`config.mk`:
```
export PLATFORM = sky130hd
export DESIGN_NAME = fan_tach_rpm_with_stall_timeout_top
export DESIGN_NICKNAME = d
export VERILOG_FILES = /design/src/design/ftr_pkg.sv /design/src/design/ftr_ctrl.sv /design/src/design/ftr_dp.sv /design/src/design/fan_tach_rpm_with_stall_timeout_top.sv
export SDC_FILE = /design/constraint.sdc
export NUM_CORES = 1
export LEC_CHECK = 0
export BUFFER_PORTS_ARGS = -buffer_cell sky130_fd_sc_hd__buf_2
export CAP_MARGIN = 40
export CORE_ASPECT_RATIO = 0.8
export CORE_MARGIN = 3
export CORE_UTILIZATION = 40
export CTS_CLUSTER_SIZE = 8
export DETAILED_ROUTE_END_ITERATION = 16
export GPL_TIMING_DRIVEN = 0
export SLEW_MARGIN = 20
export SYNTH_ARGS = -nofsm -noshare
export SYNTH_HDL_FRONTEND = slang
export SYNTH_SLANG_ARGS = --single-unit
```
`constraint.sdc`:
```
create_clock -name clk -period 4.1 [get_ports clk]
set_input_delay 0.205 -clock clk [delete_from_list [all_inputs] [get_ports clk]]
set_output_delay 0.205 -clock clk [all_outputs]
set_load 0.005 [all_outputs]
```
`src/design/ftr_pkg.sv`:
```
// Package for the fan tachometer speed block.
// Holds widths, constants and the command and status types shared by the
// controller, the datapath and the top level. Depends on nothing.
`timescale 1ns / 1ps

package ftr_pkg;

  localparam int SPEED_W    = 25;
  localparam int STALL_W    = 8;
  localparam int QCNT_W     = $clog2(SPEED_W);
  localparam int CFG_ADDR_W = 3;
  localparam int CFG_DATA_W = 32;

  // 60,000,000 / (2 * elapsed) equals 30,000,000 / elapsed exactly.
  localparam logic [SPEED_W-1:0] SPEED_DIVIDEND = SPEED_W'(30000000);
  localparam logic [STALL_W-1:0] TIMEOUT_RST    = STALL_W'(10);

  localparam logic ACT_EDGE = 1'b0;
  localparam logic ACT_TICK = 1'b1;

  localparam logic REG_TIMEOUT = 1'b0;

  typedef struct packed {
    logic accept_edge;
    logic accept_tick;
    logic div_step;
    logic load_out;
  } ftr_cmd_t;

  typedef struct packed {
    logic elapsed_zero;
    logic div_last;
  } ftr_sts_t;

endpackage

```
`src/design/ftr_ctrl.sv`:
```
// Controller for the fan tachometer speed block.
// Sequences item acceptance, the divider steps and the output register.
// Depends on ftr_pkg.
`timescale 1ns / 1ps

module ftr_ctrl
  import ftr_pkg::*;
(
  input  logic     clk,
  input  logic     rst_n,
  input  logic     in_valid,
  input  logic     in_action,
  output logic     in_stall,
  output logic     out_valid,
  input  logic     out_stall,
  input  ftr_sts_t sts,
  output ftr_cmd_t cmd
);

  localparam logic [1:0] ST_IDLE = 2'd0;
  localparam logic [1:0] ST_DIV  = 2'd1;
  localparam logic [1:0] ST_RESP = 2'd2;

  logic [1:0] state_r;
  logic [1:0] state_nxt;
  logic       out_valid_r;
  logic       out_valid_nxt;
  logic       out_free;
  logic       accept;

  assign in_stall  = (state_r != ST_IDLE);
  assign out_valid = out_valid_r;
  assign accept    = in_valid && (state_r == ST_IDLE);
  assign out_free  = !out_valid_r || !out_stall;

  always_comb begin
    cmd             = '0;
    state_nxt       = state_r;
    cmd.accept_edge = accept && (in_action == ACT_EDGE);
    cmd.accept_tick = accept && (in_action == ACT_TICK);
    unique case (state_r)
      ST_IDLE: begin
        if (accept) begin
          if ((in_action == ACT_EDGE) && !sts.elapsed_zero) begin
            state_nxt = ST_DIV;
          end else begin
            state_nxt = ST_RESP;
          end
        end
      end
      ST_DIV: begin
        cmd.div_step = 1'b1;
        if (sts.div_last) begin
          state_nxt = ST_RESP;
        end
      end
      ST_RESP: begin
        if (out_free) begin
          cmd.load_out = 1'b1;
          state_nxt    = ST_IDLE;
        end
      end
      default: begin
        state_nxt = ST_IDLE;
      end
    endcase
  end

  always_comb begin
    out_valid_nxt = out_valid_r;
    if (cmd.load_out) begin
      out_valid_nxt = 1'b1;
    end else if (out_valid_r && !out_stall) begin
      out_valid_nxt = 1'b0;
    end
  end

  always_ff @(posedge clk) begin
    if (!rst_n) begin
      state_r     <= ST_IDLE;
      out_valid_r <= 1'b0;
    end else begin
      state_r     <= state_nxt;
      out_valid_r <= out_valid_nxt;
    end
  end

endmodule

```
`src/design/ftr_dp.sv`:
```
// Datapath for the fan tachometer speed block.
// Holds the edge, stall and speed state, a one-bit-per-cycle restoring
// divider and the output register. Depends on ftr_pkg.
`timescale 1ns / 1ps

module ftr_dp
  import ftr_pkg::*;
#(
  parameter int COUNTER_BITS = 24
) (
  input  logic                    clk,
  input  logic                    rst_n,
  input  logic [COUNTER_BITS-1:0] in_timer_count,
  input  logic [STALL_W-1:0]      timeout,
  input  ftr_cmd_t                cmd,
  output ftr_sts_t                sts,
  output logic [SPEED_W-1:0]      out_speed_rpm
);

  logic [COUNTER_BITS-1:0] last_r;
  logic [STALL_W-1:0]      stall_r;
  logic [SPEED_W-1:0]      speed_r;
  logic [COUNTER_BITS-1:0] div_r;
  logic [COUNTER_BITS-1:0] rem_r;
  logic [COUNTER_BITS-1:0] rem_nxt;
  logic [SPEED_W-1:0]      quo_r;
  logic [SPEED_W-1:0]      quo_nxt;
  logic [QCNT_W-1:0]       cnt_r;
  logic [SPEED_W-1:0]      out_r;
  logic [COUNTER_BITS-1:0] elapsed;
  logic [COUNTER_BITS:0]   rem_shift;
  logic [COUNTER_BITS:0]   rem_diff;
  logic                    q_bit;

  assign elapsed          = in_timer_count - last_r;
  assign sts.elapsed_zero = (elapsed == '0);
  assign sts.div_last     = (cnt_r == QCNT_W'(SPEED_W - 1));
  assign out_speed_rpm    = out_r;

  assign rem_shift = {rem_r, quo_r[SPEED_W-1]};
  assign rem_diff  = rem_shift - {1'b0, div_r};
  assign q_bit     = !rem_diff[COUNTER_BITS];
  assign rem_nxt   = q_bit ? rem_diff[COUNTER_BITS-1:0] : rem_shift[COUNTER_BITS-1:0];
  assign quo_nxt   = {quo_r[SPEED_W-2:0], q_bit};

  always_ff @(posedge clk) begin
    if (!rst_n) begin
      last_r  <= '0;
      stall_r <= '0;
      speed_r <= '0;
    end else begin
      if (cmd.accept_edge) begin
        last_r  <= in_timer_count;
        stall_r <= '0;
      end else if (cmd.accept_tick) begin
        if (stall_r >= timeout) begin
          speed_r <= '0;
          stall_r <= timeout;
        end else begin
          stall_r <= stall_r + STALL_W'(1);
        end
      end
      if (cmd.div_step && sts.div_last) begin
        speed_r <= quo_nxt;
      end
    end
  end

  always_ff @(posedge clk) begin
    if (cmd.accept_edge) begin
      div_r <= elapsed;
      rem_r <= '0;
      quo_r <= SPEED_DIVIDEND;
      cnt_r <= '0;
    end else if (cmd.div_step) begin
      rem_r <= rem_nxt;
      quo_r <= quo_nxt;
      cnt_r <= cnt_r + QCNT_W'(1);
    end
    if (cmd.load_out) begin
      out_r <= speed_r;
    end
  end

endmodule

```
`src/design/fan_tach_rpm_with_stall_timeout_top.sv`:
```
// Top level of the fan tachometer speed block with stall timeout.
// Holds the configuration register and joins ftr_ctrl and ftr_dp.
// Depends on ftr_pkg, ftr_ctrl and ftr_dp.
//
//   Channel  Direction  Handshake          Payload
//   in_      input      in_valid/in_stall  in_action, in_timer_count
//   out_     output     out_valid/out_stall out_speed_rpm
//   cfg      input      psel/penable/...   stall_timeout_ticks at byte address 0
//
// A tick item, or an edge item with a zero interval, goes from idle straight to
// the response state. An edge item with a non-zero interval first passes through
// the restoring divider, which produces one quotient bit per cycle over 25 bits.
// Reset is synchronous, active low, and clears state, speed and the timeout to 10.
// A new item is taken while a finished result still waits in the output register.
`timescale 1ns / 1ps

module fan_tach_rpm_with_stall_timeout_top
  import ftr_pkg::*;
#(
  parameter int COUNTER_BITS = 24
) (
  input  logic                    clk,
  input  logic                    rst_n,
  input  logic                    in_valid,
  output logic                    in_stall,
  input  logic                    in_action,
  input  logic [COUNTER_BITS-1:0] in_timer_count,
  output logic                    out_valid,
  input  logic                    out_stall,
  output logic [SPEED_W-1:0]      out_speed_rpm,
  input  logic                    psel,
  input  logic                    penable,
  input  logic                    pwrite,
  input  logic [CFG_ADDR_W-1:0]   paddr,
  input  logic [CFG_DATA_W-1:0]   pwdata,
  output logic [CFG_DATA_W-1:0]   prdata,
  output logic                    pready
);

  logic [STALL_W-1:0] timeout_r;
  logic               reg_sel;
  ftr_cmd_t           cmd;
  ftr_sts_t           sts;

  assign pready  = 1'b1;
  assign reg_sel = (paddr[2] == REG_TIMEOUT);
  assign prdata  = reg_sel ? CFG_DATA_W'(timeout_r) : '0;

  always_ff @(posedge clk) begin
    if (!rst_n) begin
      timeout_r <= TIMEOUT_RST;
    end else if (psel && penable && pwrite && pready && reg_sel) begin
      timeout_r <= pwdata[STALL_W-1:0];
    end
  end

  ftr_ctrl u_ctrl (
    .clk       (clk),
    .rst_n     (rst_n),
    .in_valid  (in_valid),
    .in_action (in_action),
    .in_stall  (in_stall),
    .out_valid (out_valid),
    .out_stall (out_stall),
    .sts       (sts),
    .cmd       (cmd)
  );

  ftr_dp #(
    .COUNTER_BITS (COUNTER_BITS)
  ) u_dp (
    .clk            (clk),
    .rst_n          (rst_n),
    .in_timer_count (in_timer_count),
    .timeout        (timeout_r),
    .cmd            (cmd),
    .sts            (sts),
    .out_speed_rpm  (out_speed_rpm)
  );

endmodule

```
# ---- After elaboration in Yosys (flattened, before gate mapping)
# Index checks and enable logic that the tools add are counted.
dict set report word_totals {
  output_inout_bits 60
  word_cells 66
  in_bits 67
  ff_bits 171
}
dict set report op_classes {
  n_reduce_logical 23
  n_eq_ne 7
  addsub 4
  muxes 17
  bitwise_logic 3
  order_cmp 1
}
# operator n
set ops {}
lappend ops {{two-way mux 25 bit} 4}
lappend ops {{subtractor 25 x 24 -> 25 bit} 1}
lappend ops {{logical NOT 24 bit} 1}
lappend ops {{two-way mux 24 bit} 1}
lappend ops {{subtractor 24 bit} 1}
lappend ops {{two-way mux 8 bit} 2}
lappend ops {{logical AND 1 bit} 9}
lappend ops {{adder 8 x 1 -> 8 bit (second input constant)} 1}
lappend ops {{greater-or-equal comparator 8 bit} 1}
lappend ops {{two-way mux 2 bit} 4}
lappend ops {{!= test 2 x 1 -> 1 bit (second input constant)} 4}
lappend ops {{nonzero test 2 bit} 4}
lappend ops {{one-hot mux 2 bit (3 select lines)} 1}
lappend ops {{AND reduction 3 bit} 2}
lappend ops {{adder 5 x 1 -> 5 bit (second input constant)} 1}
lappend ops {{equality test 5 bit (second input constant)} 1}
lappend ops {{two-way mux 1 bit} 5}
lappend ops {{logical NOT 1 bit} 4}
lappend ops {{inverter 1 bit} 3}
lappend ops {{equality test 2 x 1 -> 1 bit (second input constant)} 1}
lappend ops {{equality test 2 bit (second input constant)} 1}
lappend ops {{logical NOT 2 bit} 1}
lappend ops {{OR reduction 2 bit} 1}
lappend ops {{logical OR 1 bit} 1}

# ---- Depth between registers and ports, before layout
# Gate-level depths: netlist of run 1.
dict set report depth {
  word_depth 7
  ltp_mapped 14
  ltp_nobuf 13
}

# ---- By module
# A second synthesis of run 1 with hierarchy kept.
dict set report unflattened {
  hier_cells 975
  hier_area_um2 9326.4
}
# mod cells_each seq_area_each_um2 area_per_inst_um2 n_inst
set modules_own_cells {}
lappend modules_own_cells {ftr_dp 886 3693.5 8545.7 1}
lappend modules_own_cells {fan_tach_rpm_with_stall_timeout_top 70 160.2 600.6 1}
lappend modules_own_cells {ftr_ctrl 19 60.1 180.2 1}

# ---- Worst setup path before layout of run 1
# Ideal clock, no wire load.
dict set report synth_timing {
  path_type {flip-flop to flip-flop}
  start {register u_dp.last_r[0]}
  end {register u_ctrl.state_r[0]}
  setup_time_ns 0.115
  synth_period_minus_slack_ns 3.392
  path_stages_with_launch 12
  path_buffers 0
  arrival_ns 3.276
  path_slack_ns 0.708
  cell_sequence {dfxtp_1 -> ha_1 -> fa_1 -> and2b_1 -> o31a_1 -> a21oi_1 -> or4_1 -> or4b_1 -> or4_1 -> nor4_1 -> nand4_1 -> a31o_1}
}
dict set report synth_via {
  elab_chain_cells 7
}
# item line
set synth_rtl {}
lappend synth_rtl {{start, declared} ftr_dp.sv:20} ;# logic [COUNTER_BITS-1:0] last_r;
lappend synth_rtl {{start signal, assigned} ftr_dp.sv:53} ;# last_r <= in_timer_count;
lappend synth_rtl {{subtractor 24 bit} ftr_dp.sv:35} ;# assign elapsed = in_timer_count - last_r;
lappend synth_rtl {{net u_dp.elapsed[4]} ftr_dp.sv:30} ;# logic [COUNTER_BITS-1:0] elapsed;
lappend synth_rtl {{logical NOT 24 bit} ftr_dp.sv:36} ;# assign sts.elapsed_zero = (elapsed == '0);
lappend synth_rtl {{logical NOT 1 bit} ftr_ctrl.sv:44} ;# if ((in_action == ACT_EDGE) && !sts.elapsed_zero) begin
lappend synth_rtl {{logical AND 1 bit} ftr_ctrl.sv:44}
lappend synth_rtl {{two-way mux 2 bit} ftr_ctrl.sv:44}
lappend synth_rtl {{two-way mux 2 bit} ftr_ctrl.sv:43} ;# if (accept) begin
lappend synth_rtl {{one-hot mux 2 bit (3 select lines)} ftr_ctrl.sv:41} ;# unique case (state_r)
lappend synth_rtl {{end signal, assigned} ftr_ctrl.sv:83} ;# state_r <= state_nxt;
lappend synth_rtl {{end, declared} ftr_ctrl.sv:24} ;# logic [1:0] state_r;
# The timed path passes the listed nets, and every way through them passes these cells. The select of a mux whose other input is x is not followed.
# A chain may end at the register's enable or synchronous reset.

# ---- Worst setup path in the final report of run 1
# Same ends and word-level chain as after synthesis.

==> results of run 1 <==
-- cell type report --
type	instances	share of cell area
well taps	306	0.0351
clock buffers	17	0.0390
repair buffers	79	0.0399
inverters	71	0.0244
flip-flops and latches	171	0.359
plain buffers	73	0.0343
clock inverters	15	0.0187
multi-input cells	764	0.450
-- layer usage --
layer / track usage / vias up
met5: 0 / -
met4: 0.0335 / 0
met3: 0.0340 / 15
met2: 0.249 / 118
met1: 0.250 / 3426
li1: - / 3921
-- cell families after synthesis --
family / Yosys count / share of synthesized area
simple gates: 359 / 0.183
compound gates: 262 / 0.189
flops: 171 / 0.419
buf+inv: 144 / 0.0682
fa+ha+maj: 60 / 0.0820
xor+xnor: 39 / 0.0382
mux: 19 / 0.0204
other cells: 2 / 0.000804
-- stage by stage --
stage | instance area [sq um] | instances | hold WS (ps)
global placement | 10200 | 1459 | 423
floorplan | 9420 | 1079 | 343
global route | 10900 | 1496 | 22.3
CTS | 10900 | 1495 | 0.108
detailed placement | 10200 | 1460 | 420
finish | 10900 | 1496 | 18.6
-- synth_stat cells (12+ instances only) --
library cell	count	area (sq um)
nand2_1	149	559
dfxtp_1	122	2440
a21oi_1	72	360
inv_1	71	267
nor2_1	59	221
ha_1	58	726
edfxtp_1	49	1470
clkbuf_1	41	154
nand3_1	40	200
a21boi_0	35	263
o21ai_0	35	175
a22o_1	25	219
buf_4	25	188
xnor2_1	23	201
a21o_1	21	158
mux2i_1	19	190
nor3_1	19	95.1
nor2b_1	16	100
xor2_1	14	123
and3_1	12	75.1
-- registers in the layout, summed over array words and instances, names as in the netlist --
name and count:
u_dp.div_r 24, u_dp.last_r 24, timeout_r 8, u_dp.stall_r 8, u_dp.speed_r 25, u_dp.quo_r 25
u_dp.cnt_r 5, u_ctrl.state_r 2, u_dp.out_speed_rpm 25, u_ctrl.out_valid 1, u_dp.rem_r 24
-- power breakdown --
| group | switching (mW) | internal, mW | leakage, nW |
|---|---|---|---|
| Sequential | 0.181 | 1.97 | 1.46 |
| Clock | 0.837 | 0.848 | 0.304 |
| Combinational | 1.09 | 0.797 | 2.81 |
-- worst max-delay path: stages, from the launching register on --
cell	delay, ps
dfxtp_1	320
ha_1	240
fa_1	420
and2b_1	270
o31a_1	170
a21oi_1	70
or4_1	570
or4b_1	490
or4_1	490
nor4_4	310
nand4_1	190
a31o_1	250
-- path summary, 6_finish.rpt --
check                    startpoint                    end  slack (ps)  cells past startpoint
setup reg to reg     u_dp.last_r[0]      u_ctrl.state_r[0]         190                     11
setup / recovery     u_dp.last_r[0]      u_ctrl.state_r[0]         190                     11
hold reg to reg     u_dp.speed_r[4]  u_dp.out_speed_rpm[4]         440                      0
hold / removal    in_timer_count[0]         u_dp.last_r[0]          20                      3
-- repair_timing --
| action | 4_1_cts | 5_1_grt |
|---|---|---|
| setup buffers | 0 | 1 |
| hold endpoints to repair | 3 | 0 |
| hold buffers | 3 | 0 |
| resized for setup | 0 | 5 |
| endpoints found under the setup margin | 0 | 18 |
==> impl_metrics.json, run 1 <==
{
  "status": "finished clean",
  "drive_gt1_frac": 0.128,
  "maxSlewHeadroom": 0.479,
  "grtUsageTotal": 0.167,
  "grt_pass1_wl_mm": 34.4,
  "cp.required_ps": 4430,
  "dpl.hpwl_mm": 15.7,
  "cts.htree.levels": 4,
  "dr_wl_met2_mm": 8.73,
  "synth-edff-count": 49,
  "setup_slack_ps": 187,
  "clockBufferDepth": 2,
  "wl_per_cell_um": 13.9,
  "synth-async-reset-ratio": 0,
  "slew_violations": 0,
  "vias": 7480,
  "top_layer": "met4",
  "yosys_warnings": 0,
  "power_density_mw_per_mm2": 524,
  "final_nets": 1304,
  "worstSetupPathType": "reg -> reg",
  "grt_pass1_vias": 6818,
  "tightest_slew_ps": 781,
  "syn_to_final_growth_pct": 16.9,
  "rsz0062_at_grt": "no",
  "grt_max_degree": 26,
  "nFillCells": 2207,
  "start_kind": "flop",
  "drt_pass1_iterations": 5,
  "leakagePower_nw": 4.57,
  "drv_cap": 0,
  "ir_drop_mv": 0.301,
  "antenna_cells": 0,
  "synthCells": 1056,
  "multi_input_area_sq_mm": 0.00491,
  "cp-end-kind": "flop",
  "antenna_found_initial": 0,
  "yosysSeqAreaShare": 0.419,
  "synthFlopType": "dfxtp_1",
  "initial_core_util": 0.412,
  "dp_slack_ps": 33.3,
  "die_y_um": 143,
  "ys_seq_elements": 171,
  "register_area_sq_mm": 0.00391,
  "utilization": 0.481,
  "hold_path_class": "in -> reg",
  "core_sq_mm": 0.0227,
  "fin_crit_ps": 3910,
  "synth.avg_cell_area_sq_um": 8.84,
  "fin_crit_sh": 0.954,
  "met3WireLength_um": 899,
  "drc": 0,
  "io_pins": 127,
  "syn_area_sq_mm": 0.00934,
  "synth_cell_types": 74,
  "cts_tree": "yes",
  "ant_nets": 0,
  "worst-endpoint-arrival_ps": 4240,
  "die-area_sq_mm": 0.0252,
  "p_total_mw": 5.72,
  "fin_skew_ps": 12.6,
  "io_buffers": 74,
  "insertion_delay_ps": 440,
  "drt_iter0_drc": 419,
  "final_cell_mix": "nand2_1, dfxtp_1, buf_2, inv_1, a21oi_1",
  "cts.sinks": 171,
  "root_buffer": "clkbuf_16",
  "rows": 49,
  "clkSlewWorstSetupHoldPaths_ps": 80,
  "final_common_cell": "nand2_1",
  "die_w_um": 177,
  "gp_congestion": 0.857,
  "finalHoldViolCount": 0,
  "numCtsBuffers": 17,
  "gr-total-overflow": 0,
  "fmax_ghz": 0.256,
  "setup_viol": 0,
  "final.setup.tns_ps": 0,
  "critPathMaxFanout": 3,
  "viasPerCell": 5.00,
  "met1_length_mm": 10.9,
  "drt-total-wl_mm": 20.7
}
(Power assumes the default switching activity.)
==> inputs of run 2 (changes only) <==
==> constraint.sdc (replaced) <==
create_clock -name clk -period 3.3 [get_ports clk]
set_input_delay 0.165 -clock clk [delete_from_list [all_inputs] [get_ports clk]]
set_output_delay 0.165 -clock clk [all_outputs]
set_load 0.005 [all_outputs]
==> run 2 against run 1 <==
Net effect:
- the run now ends with setup timing left
- fmax increased by 11%
- first-iteration DRC count increased by 16%
- utilization increased by 2.6 points
- register-to-register slack got worse by 400 ps
- flip-flop and latch count unchanged
- combinational power increased by 44%
- wire length increased by 4.4%
- via count increased by 3.1%
- critical endpoint unchanged
- largest cell class unchanged
- largest power group is now combinational cells
- highest routed layer unchanged
==> impl_metrics.json, run 2 (same netlist as run 1, synthesis figures left out) <==
{
  "grt_pass1_wl_mm": 35.3,
  "io_pins": 127,
  "cts.htree.levels": 4,
  "cts.sinks": 171,
  "clockBufferDepth": 2,
  "critPathBufInv": 0,
  "fin_crit_sh": 1.06,
  "antenna_cells": 0,
  "start_kind": "flop",
  "dp_slack_ps": -601,
  "violations": "setup timing",
  "viasPerCell": 5.02,
  "critPathMaxFanout": 3,
  "die_y_um": 143,
  "maxSlewHeadroom": 0.498,
  "path_cells": "ha_4 > fa_2 > and2b_2 > o31a_1 > a21oi_2 > or4_4 > or4b_4 > or4_4 > nor4_4 > nand4_1 > a31o_1",
  "numCtsBuffers": 17,
  "clkSlewWorstSetupHoldPaths_ps": 80,
  "insertion_delay_ps": 440,
  "leakagePower_nw": 4.79,
  "worst-endpoint-arrival_ps": 3840,
  "gr-total-overflow": 0,
  "fin_crit_ps": 3510,
  "rows": 49,
  "drt_iter0_drc": 484,
  "power_density_mw_per_mm2": 651,
  "whs_ps": 8.42,
  "hold_path_class": "in -> reg",
  "fmax_ghz": 0.285,
  "root_buffer": "clkbuf_16",
  "vias": 7710,
  "critPathMaxStageDelay_ps": 520,
  "drive_gt1_frac": 0.161,
  "syn_to_final_growth_pct": 23.2,
  "cts_tree": "yes",
  "drt_pass1_iterations": 7,
  "cp_top_family": "simple AND/OR/NAND/NOR gates",
  "rsz0062_at_grt": "yes",
  "gp_congestion": 0.842,
  "final.setup.tns_ps": -348,
  "grt_max_degree": 26,
  "cp-end-kind": "flop",
  "fin_cells": 1537,
  "final_common_cell": "nand2_1",
  "dpl.cell_count": 1460,
  "antenna_found_initial": 0,
  "cp.required_ps": 3630,
  "dpl.hpwl_mm": 15.7,
  "die_w_um": 177,
  "finish.instance_area_sq_mm": 0.0115,
  "final_cell_mix": "nand2_1, dfxtp_1, buf_2, inv_1, a21oi_1",
  "io_buffers": 74,
  "grtUsageTotal": 0.171,
  "grt_pass1_vias": 6959,
  "worstSetupPathType": "reg -> reg",
  "tightest_slew_ps": 751,
  "initial_core_util": 0.412,
  "setup_viol": 2,
  "drt-total-wl_mm": 21.7,
  "wl_per_cell_um": 14.1,
  "core_sq_mm": 0.0227,
  "setup_slack_ps": -211,
  "slew_violations": 0,
  "drv_cap": 0,
  "fin_skew_ps": 12.4,
  "drc": 0,
  "path_common_cell": "or4_4",
  "cpMaxStageDelayCell": "or4b_4",
  "final_nets": 1345,
  "status": "finished with violations",
  "die-area_sq_mm": 0.0252,
  "finalHoldViolCount": 0,
  "ant_nets": 0,
  "ir_drop_mv": 0.468,
  "place_area_sq_mm": 0.0102
}
==> run 2: changes by cell type in the layout (fill, tap and decap cells not counted), moves of 3 or more <==
cell           before  now
or4_4               0    3
ha_1               58   54
or4_1               5    2
dlygate4sd3_1       3   27
buf_4              26   41
==> run 2: timing repair <==
item                       4_1_cts  5_1_grt
hold buffers                    27        0
hold endpoints to repair        27        0
setup buffers                   10        7
gates resized for setup         27       23
pin swaps                       10       12
setup endpoints to repair       27       48
gates cloned                     0        1
==> run 2: tightest hold or removal path, delay by kind of cell <==
| family | cells | cell delay, ps |
|---|---|---|
| buf+inv | 1 | 80 |
| compound gates | 1 | 110 |
| simple gates | 1 | 50 |
==> run 2: metal layers <==
metal,track usage,routed length [um],vias to the layer above
met5,0,0,-
met4,0.0483,363,0
met3,0.0332,857,27
met2,0.254,9120,152
met1,0.254,11300,3530
li1,-,-,4001
==> run 2: worst paths after layout <==
check | startpoint | endpoint | slack, ps | cells past startpoint
hold reg to reg | u_dp.speed_r[7] | u_dp.out_speed_rpm[7] | 440 | 0
setup / recovery | u_dp.last_r[0] | u_ctrl.state_r[0] | -210 | 11
hold / removal | in_action | u_ctrl.state_r[1] | 8 | 3
setup reg to reg | u_dp.last_r[0] | u_ctrl.state_r[0] | -210 | 11
==> run 2: layout make-up <==
| type | instances | area (sq um) |
|---|---|---|
| timing repair buffer | 120 | 825 |
| buffer | 73 | 395 |
| inverter | 71 | 267 |
| sequential | 171 | 3920 |
| tap | 306 | 383 |
| clock buffer | 17 | 425 |
| fill | 2193 | 11200 |
| multi-input combinational | 764 | 5090 |
| clock inverter | 15 | 204 |
==> run 2: report_power, final <==
group / internal (mW) / switching, mW
clock network: 1.05 / 1.05
logic: 1.23 / 1.47
registers: 2.44 / 0.234
==> run 2: per-stage QoR <==
step / power (mW) / util
3_3_place_gp: 4.98 / 0.449
4_1_cts: 7.35 / 0.500
3_5_place_dp: 5.01 / 0.450
5_1_grt: 7.94 / 0.507
2_1_floorplan: 4.42 / -
6_report: 7.49 / 0.507
